$ cat src/hdl/bitmap_first_fit_allocator_core_assert.svh
// ----------------------------------------------------------------------------
// Assertion macros
// Shared assertion helpers for the allocator.
// ----------------------------------------------------------------------------
`ifndef BITMAP_FIRST_FIT_ALLOCATOR_CORE_ASSERT_SVH
`define BITMAP_FIRST_FIT_ALLOCATOR_CORE_ASSERT_SVH

// Asserts that a condition implies another on the same edge.
`define BFA_ASSERT_IMPL(lbl, ante, cons) \
  lbl: assert property (@(posedge clk) disable iff (!rst_n) (ante) |-> (cons)) \
    else $error("assertion failed");

// Asserts that a condition implies another on the next edge.
`define BFA_ASSERT_NEXT(lbl, ante, cons) \
  lbl: assert property (@(posedge clk) disable iff (!rst_n) (ante) |=> (cons)) \
    else $error("assertion failed");

`endif

$ cat src/hdl/bfa_pkg.sv
// ----------------------------------------------------------------------------
// Allocator package
// Types and constants shared by the allocator modules.
// ----------------------------------------------------------------------------
package bfa_pkg;

  localparam int unsigned MAP_BYTES_DEF = 512;
  localparam int unsigned GRANULE_BYTES = 4;
  localparam logic [31:0] USER_BASE_RST = 32'h00FF89C0;
  localparam int unsigned QUEUE_DEPTH = 2;

  localparam logic FUNC_ALLOC = 1'b0;
  localparam logic FUNC_FREE  = 1'b1;

  localparam logic [1:0] ST_OK          = 2'd0;
  localparam logic [1:0] ST_NO_SPACE    = 2'd1;
  localparam logic [1:0] ST_BAD_ADDRESS = 2'd2;

  // A classified command handed from the front to the back.
  typedef struct packed {
    logic        is_free;
    logic        bad;
    logic [10:0] need;
    logic [29:0] first;
  } cmd_t;

endpackage

$ cat src/hdl/bfa_if.sv
// ----------------------------------------------------------------------------
// Allocator channels
// Valid/ready channels for request and result words.
// ----------------------------------------------------------------------------
interface bfa_req_if;
  logic        valid;
  logic        ready;
  logic        func;
  logic [9:0]  size_bytes;
  logic [31:0] address;
  modport source (output valid, func, size_bytes, address, input ready);
  modport sink (input valid, func, size_bytes, address, output ready);
endinterface


$ cat src/hdl/bfa_front.sv
// ----------------------------------------------------------------------------
// Allocator front end
// Accepts request words, decodes size and address, and queues commands.
// ----------------------------------------------------------------------------
module bfa_front
  import bfa_pkg::*;
#(
  parameter int unsigned MAP_BYTES = MAP_BYTES_DEF
) (
  input  logic        clk,
  input  logic        rst_n,
  input  logic [31:0] user_base,
  bfa_req_if.sink     req,
  output logic        cmd_valid,
  input  logic        cmd_ready,
  output cmd_t        cmd
);
  localparam logic [30:0] TOTAL = 31'(MAP_BYTES * 8);

  cmd_t        q_r [QUEUE_DEPTH];
  logic        wp_r, wp_nxt, rp_r, rp_nxt;
  logic [1:0]  cnt_r, cnt_nxt;
  logic [31:0] offset;
  cmd_t        dec;
  logic        push, pop;

  assign offset      = req.address - user_base;
  assign dec.is_free = (req.func == FUNC_FREE);
  assign dec.need    = {3'd0, req.size_bytes[9:2]} + 11'd1;
  assign dec.first   = offset[31:2];
  assign dec.bad     = (offset[1:0] != 2'd0) || ({1'b0, offset[31:2]} >= TOTAL);

  assign req.ready = (cnt_r != 2'(QUEUE_DEPTH));
  assign push      = req.valid && req.ready;
  assign cmd_valid = (cnt_r != 2'd0);
  assign pop       = cmd_valid && cmd_ready;
  assign cmd       = q_r[rp_r];

  always_comb begin
    wp_nxt  = push ? ~wp_r : wp_r;
    rp_nxt  = pop ? ~rp_r : rp_r;
    cnt_nxt = cnt_r + 2'(push) - 2'(pop);
  end

  always_ff @(posedge clk) begin
    if (!rst_n) begin
      wp_r  <= 1'b0;
      rp_r  <= 1'b0;
      cnt_r <= 2'd0;
    end else begin
      wp_r  <= wp_nxt;
      rp_r  <= rp_nxt;
      cnt_r <= cnt_nxt;
    end
    if (push) begin
      q_r[wp_r] <= dec;
    end
  end

`include "bitmap_first_fit_allocator_core_assert.svh"
  `BFA_ASSERT_IMPL(a_no_push_full, cnt_r == 2'(QUEUE_DEPTH), !push)
  `BFA_ASSERT_NEXT(a_cnt_grow, push && !pop, cnt_r == $past(cnt_r) + 2'd1)
  `BFA_ASSERT_IMPL(a_cnt_range, 1'b1, cnt_r <= 2'(QUEUE_DEPTH))
endmodule

$ cat src/flat_wrapper.sv
// flat-port wrapper written by rule: the top's interface ports become plain ports
module bfa_front_flat import bfa_pkg::*;
#(
  parameter int unsigned MAP_BYTES = MAP_BYTES_DEF
)
  (clk, rst_n, user_base, cmd_valid, cmd_ready, cmd, req_valid, req_func, req_size_bytes, req_address, req_ready);
  bfa_req_if req_i ();
  input  logic clk;
  input  logic rst_n;
  input  logic [31:0] user_base;
  output logic cmd_valid;
  input  logic cmd_ready;
  output cmd_t cmd;
  input wire logic [$bits(req_i.valid)-1:0] req_valid;
  input wire logic [$bits(req_i.func)-1:0] req_func;
  input wire logic [$bits(req_i.size_bytes)-1:0] req_size_bytes;
  input wire logic [$bits(req_i.address)-1:0] req_address;
  output wire logic [$bits(req_i.ready)-1:0] req_ready;
  assign req_i.valid = req_valid;
  assign req_i.func = req_func;
  assign req_i.size_bytes = req_size_bytes;
  assign req_i.address = req_address;
  assign req_ready = req_i.ready;
  bfa_front #(.MAP_BYTES(MAP_BYTES)) u_core (.clk(clk), .rst_n(rst_n), .user_base(user_base), .req(req_i), .cmd_valid(cmd_valid), .cmd_ready(cmd_ready), .cmd(cmd));
endmodule
$ cat config.mk
export PLATFORM = sky130hd
export DESIGN_NAME = bfa_front_flat
export DESIGN_NICKNAME = d
export VERILOG_FILES = /design/src/hdl/bfa_pkg.sv /design/src/hdl/bfa_if.sv /design/src/hdl/bfa_front.sv /design/src/flat_wrapper.sv
export VERILOG_INCLUDE_DIRS = /design/src /design/src/hdl
export SDC_FILE = /design/constraint.sdc
export NUM_CORES = 1
export LEC_CHECK = 0
export BUFFER_PORTS_ARGS = -buffer_cell sky130_fd_sc_hd__buf_2
export CORE_MARGIN = 2
export CORE_UTILIZATION = 25
export CTS_BUF_LIST = sky130_fd_sc_hd__clkbuf_8
export DETAILED_ROUTE_END_ITERATION = 6
export PLACE_DENSITY_LB_ADDON = 0.05
export SLEW_MARGIN = 20
export SYNTH_ARGS = -nofsm -noshare
export SYNTH_HDL_FRONTEND = slang
export SYNTH_SLANG_ARGS = --single-unit
export TNS_END_PERCENT = 30
$ cat constraint.sdc
create_clock -name clk -period 7.55 [get_ports clk]
set_input_delay 0.3775 -clock clk [delete_from_list [all_inputs] [get_ports clk]]
set_output_delay 0.3775 -clock clk [all_outputs]
set_load 0.1 [all_outputs]
==> results of run 1 <==
==> stage by stage <==
step	hold WS, ns	instance area (µm²)	util [%]	power [mW]
CTS	0.192	6340	30.3	2.14
global placement	0.523	6180	29.6	1.86
floorplan	0.476	5300	-	1.65
detailed placement	0.527	6180	29.6	1.86
global route	0.194	6340	30.3	2.21
finish	0.218	6340	30.3	2.11
==> where the power goes <==
| group | internal, mW | total, mW | leakage (nW) | switching, mW |
|---|---|---|---|---|
| clock | 0.114 | 0.270 | 0.0865 | 0.157 |
| combinational | 0.249 | 1.17 | 1.67 | 0.919 |
| sequential | 0.638 | 0.668 | 0.801 | 0.0300 |
==> flip-flops by register name, indices dropped and copies added (netlist names), named ones only <==
name and flops:
u_core.rp_r 1, u_core.cnt_r 2, u_core.wp_r 1, u_core.q_r 82
==> layout make-up <==
cell class / count / area [µm²] / area share [%]
Multi-Input combinational cell: 323 / 2480 / 39.2
Sequential cell: 87 / 2560 / 40.5
Clock inverter: 7 / 32.5 / 0.513
Timing Repair Buffer: 122 / 618 / 9.76
Inverter: 45 / 169 / 2.67
Tap cell: 275 / 344 / 5.43
Clock buffer: 9 / 124 / 1.95
==> path summary, 6_finish.rpt <==
kind,startpoint,end,slack [ns],depth (start not counted)
worst min register to register,u_core.rp_r,register,0.55,2
worst max register to register,u_core.cnt_r[1],u_core.cnt_r[1],5.76,8
worst max-delay path,req_address[19],u_core.q_r[0][39],4.19,10
worst min-delay path,req_func,u_core.q_r[0][40],0.22,1
==> critical path, cell delays in order <==
cell and delay, ns:
buf_2 0.10, ha_1 0.46, a21oi_2 0.29, nand2_1 0.12, a221oi_2 0.36, o21ai_0 0.13
a21oi_1 0.36, o311ai_0 0.38, nor4b_1 0.57, nand4b_1 0.26
==> cells in the final DEF (no fill, tap or decap), drive strengths merged, types with 4 or more instances in the layout <==
| master | netlist | layout |
|---|---|---|
| and3 | 8 | 8 |
| ha | 34 | 34 |
| nor3 | 10 | 10 |
| o211ai | 5 | 5 |
| mux2 | 41 | 41 |
| buf | 13 | 122 |
| a31oi | 4 | 4 |
| nor2 | 17 | 17 |
| xor2 | 13 | 13 |
| nand4 | 8 | 8 |
| dfxtp | 5 | 5 |
| nand2 | 23 | 23 |
| a21o | 7 | 7 |
| inv | 45 | 47 |
| nand3 | 16 | 16 |
| o21ai | 20 | 20 |
| a21oi | 38 | 38 |
| nor2b | 5 | 5 |
| xnor2 | 24 | 24 |
| edfxtp | 82 | 82 |
| and2 | 4 | 4 |
| o21a | 6 | 6 |
| clkinv | 0 | 4 |
| clkbuf | 4 | 9 |
==> kinds of logic after synthesis <==
| logic type | count (synthesis) | share of synthesized area [%] |
|---|---|---|
| AND/OR/NAND/NOR | 109 | 10.8 |
| AO/OA/AOI/OAI | 99 | 12.6 |
| flip-flops | 87 | 48.4 |
| buffers and inverters | 62 | 4.96 |
| multiplexers | 41 | 8.72 |
| XOR/XNOR | 37 | 6.12 |
| adder cells (fa/ha/maj) | 35 | 8.41 |
| other | 1 | 0.0708 |
==> metal layers <==
metal / track usage [%] / vias to the layer above / share of wire (%)
met2: 19.3 / 98 / 46
met4: 3.33 / 0 / 1.3
met1: 16.1 / 1831 / 49
li1: - / 1950 / -
met3: 2.07 / 10 / 3.7
met5: 0 / - / 0
==> impl_metrics.toml, run 1 <==
[outcome]
status = "finished clean"

[routing]
drc = 0
drt_first_pass_iters = 4
routed_wl_um = 13200
via_count = 3889
vias_per_cell = 4.48
first_iter_violations = 180
wl_per_cell_um = 15.2
postRouteAntennaNets = 0

[placed_design]
dp.cells = 852
port_buffers = 119
dpl.hpwl_um = 9900
gp_congestion = 0.819
post-place-ws_ns = 3.78

[timing]
finalHoldViolations = 0
fin_ws_ns = 4.19
layout_min_cycle_time_ns = 3.36
fin_crit_sh_pct = 44.5
rsz0062_at_grt = "false"
worst_pin_slew_ns = 0.918
tns_ns = 0
relSlewSlack_pct = 38.0
timing.final.max_slew_violations = 0
fmax_ghz = 0.298
setup_violations = 0
fin_skew_ns = 0.00623

[clock_tree]
clk_path_buf_depth = 2
holdBufCountCts = 0
path_clk_slew_ns = 0.08
cts_setup_buffers = 0
cts_resized = 0
cts_sinks = 87
cts_root_buffer = "clkbuf_8"
cts_tree = "done"
clk_latency_ns = 0.35
ctsHtreeMaxLevel = 3
numCtsBuffers = 9

[global_routing]
grt_pass1_wl_um = 20100
grt.overflow.total = 0
grt_start_max_net_pins = 43
grt_pass1_vias = 3739
gr-usage-all-layers_pct = 11.8
antenna_found_initial = 0

[worst_setup_path]
path_class = "in2reg"
crit_fanout = 12
endpoint_kind = "register"
required_ns = 7.59
worstPathArrival_ns = 3.40
startpoint_type = "input port"

[logic_synthesis]
synth_edf_count = 82
synth_area_um2 = 5300
async_flop_share_pct = 0
synth_cells = 471
ys_seq_elements = 87
synth_seq_area_share_pct = 48.4
synth_most_common_cell = "edfxtp_1"
synth_area_leader_cell = "edfxtp_1"
synthTopCellsByCount = "edfxtp_1, inv_1, mux2_2"
ys_warn_count = 0
netlist.area_leader.share_pct = 46.5
synthTopCellsByArea = "edfxtp_1, mux2_2, ha_1"
synth_ff_type = "edfxtp_1"
synth_cell_type_count = 60
syn_area_per_cell_um2 = 11.2

[power]
ir_drop_mv = 0.118
power_density_nw_per_um2 = 332
p_leak_nw = 2.56

[flow_run]
maxCapViolations = 0

[finish]
area_delta_synth_final_pct = 19.6
fillers = 2223
num_antenna_cells = 0
fin_cells = 868
drive_gt1_share_pct = 32.9
nets = 702

[die]
fp.dieW_um = 150
die_height_um = 150
core-area_um2 = 20900
num_rows = 53
start_util_pct = 25.4
die-area_um2 = 22400
io_pins = 124

[hold_path]
hold_path_class = "in2reg"
Note: power is estimated with default switching activity, not from simulation.
==> inputs of run 2 (changes only) <==
clock period = 2.75 ns   (was 7.55 ns; I/O delays follow)
==> impl_metrics.toml, run 2 (synthesis results as in run 1) <==
[worst_setup_path]
rr_startpoint = "u_core.cnt_r[1]"
worstPathArrival_ns = 2.59
rr_worst_depth = 8
cp.buffers_inverters = 2
path_delay_family = "compound AO/OA/AOI/OAI gates"
required_ns = 2.83
cpPeakStageDelay_ns = 0.49
crit_fanout = 4
path_class = "in2reg"
startpoint_type = "input port"
r2r_slack_ns = 0.93
worst_path_max_delay_cell = "or4_1"
endpoint_kind = "register"
path_cells = "buf_2 > inv_1 > ha_1 > o211ai_2 > a21oi_2 > o21ai_0 > a31oi_2 > a21boi_1 > xnor2_1 > or4_1 > nor4b_2 > nand4b_1"
timing.rr.end = "u_core.cnt_r[1]"

[die]
core-area_um2 = 20900
num_rows = 53
io_pins = 124
start_util_pct = 25.4
fp.dieW_um = 150
die_height_um = 150
die-area_um2 = 22400

[power]
ir_drop_mv = 0.393
power_density_nw_per_um2 = 870
p_leak_nw = 3.05
power.total_mw = 6.25

[placed_design]
post-place-ws_ns = -0.327
placed_area_um2 = 6930
port_buffers = 119
dpl.hpwl_um = 11000
gp_congestion = 0.825

[finish]
fillers = 2173
reg_top3 = "u_core.q_r x82, u_core.cnt_r x2"
nets = 798
final_cell_mix = "buf_2, buf_4, edfxtp_1"
layout_commonest_cell = "buf_2"
num_antenna_cells = 0
drive_gt1_share_pct = 43.1
area_delta_synth_final_pct = 35.5
regMostFlops = "u_core.q_r"
stdcell_area_um2 = 7180
largest_reg_flops = 82

[routing]
vias_per_cell = 4.32
routed_wl_um = 13700
wl_per_cell_um = 14.2
via_count = 4163
first_iter_violations = 170
postRouteAntennaNets = 0
drt_first_pass_iters = 4
drc = 0

[hold_path]
hold_path_class = "in2reg"
min_to = "u_core.cnt_r[0]"
min_from = "rst_n"
whs_path_depth = 2

[timing]
fin_crit_sh_pct = 91.1
worst_pin_slew_ns = 0.866
relSlewSlack_pct = 41.5
timing.final.max_slew_violations = 0
layout_min_cycle_time_ns = 2.50
finalHoldViolations = 0
fmax_ghz = 0.399
whs_ns = 0.0495
rsz0062_at_grt = "false"
setup_violations = 0
fin_ws_ns = 0.246
fin_skew_ns = 0.0116

[global_routing]
grt_pass1_wl_um = 21400
grt_start_max_net_pins = 26
antenna_found_initial = 0
gr-usage-all-layers_pct = 12.4
grt.overflow.total = 0
grt_pass1_vias = 4112

[clock_tree]
clk_latency_ns = 0.35
ctsHtreeMaxLevel = 3
cts_setup_buffers = 0
cts_root_buffer = "clkbuf_8"
clk_path_buf_depth = 2
numCtsBuffers = 9
path_clk_slew_ns = 0.09
cts_sinks = 87
cts_tree = "done"

[flow_run]
maxCapViolations = 0

[outcome]
status = "finished clean"
==> run 2: through the flow <==
step	cells	setup TNS, ns	utilization [%]
2_1_floorplan	472	0	-
3_3_place_gp	947	-0.500	33.2
3_5_place_dp	947	-0.726	33.2
4_1_cts	964	0	34.3
5_1_grt	964	0	34.4
6_report	964	0	34.4
==> run 2: layout make-up <==
| type | count | area [µm²] | share of cell area, % |
|---|---|---|---|
| Clock buffer | 9 | 124 | 1.73 |
| Inverter | 45 | 169 | 2.35 |
| Tap cell | 275 | 344 | 4.79 |
| Clock inverter | 7 | 96.3 | 1.34 |
| Timing Repair Buffer | 218 | 1380 | 19.2 |
| Sequential cell | 87 | 2560 | 35.7 |
| Multi-Input combinational cell | 323 | 2500 | 34.9 |
==> run 2: layer usage <==
metal	GRT usage, %	share of wire (%)	up-vias
met2	19.9	45	87
met3	1.49	3.0	14
met4	4.10	1.7	0
met1	17.2	50	1905
met5	0	0	-
li1	-	-	2157
==> run 2: power by group <==
group,leakage (nW),total (mW),switching [mW],internal [mW]
sequential,0.801,1.84,0.0917,1.75
combinational,2.14,3.43,2.55,0.881
clock,0.103,0.975,0.461,0.513
total,3.05,6.25,3.11,3.14
==> run 2: repair_timing <==
action	CTS	global route
endpoints found under the hold margin	2	0
endpoints found under the setup margin	0	2
resized for setup	0	4
hold buffers	1	0
==> run 2: worst max path at each step <==
stage	end	cells past startpoint	from	slack [ns]
final	u_core.q_r[0][39]	12	user_base[4]	0.25
after global routing	u_core.q_r[0][39]	14	req_address[0]	0.005
after global placement	u_core.q_r[0][39]	12	user_base[4]	-0.25
after floorplan	u_core.q_r[0][39]	13	req_address[0]	0.1
after CTS	u_core.q_r[0][39]	14	req_address[0]	0.06
after detailed placement	u_core.q_r[0][39]	14	req_address[0]	-0.33
==> run 2: worst reg2reg max path, cell delays in order, from the launching register on <==
cell and delay [ns]:
dfxtp_1 0.34, or2_2 0.28, and2_1 0.19, ha_1 0.28, inv_1 0.03, ha_1 0.18, xnor2_1 0.19, xnor2_1 0.08
and2_1 0.14
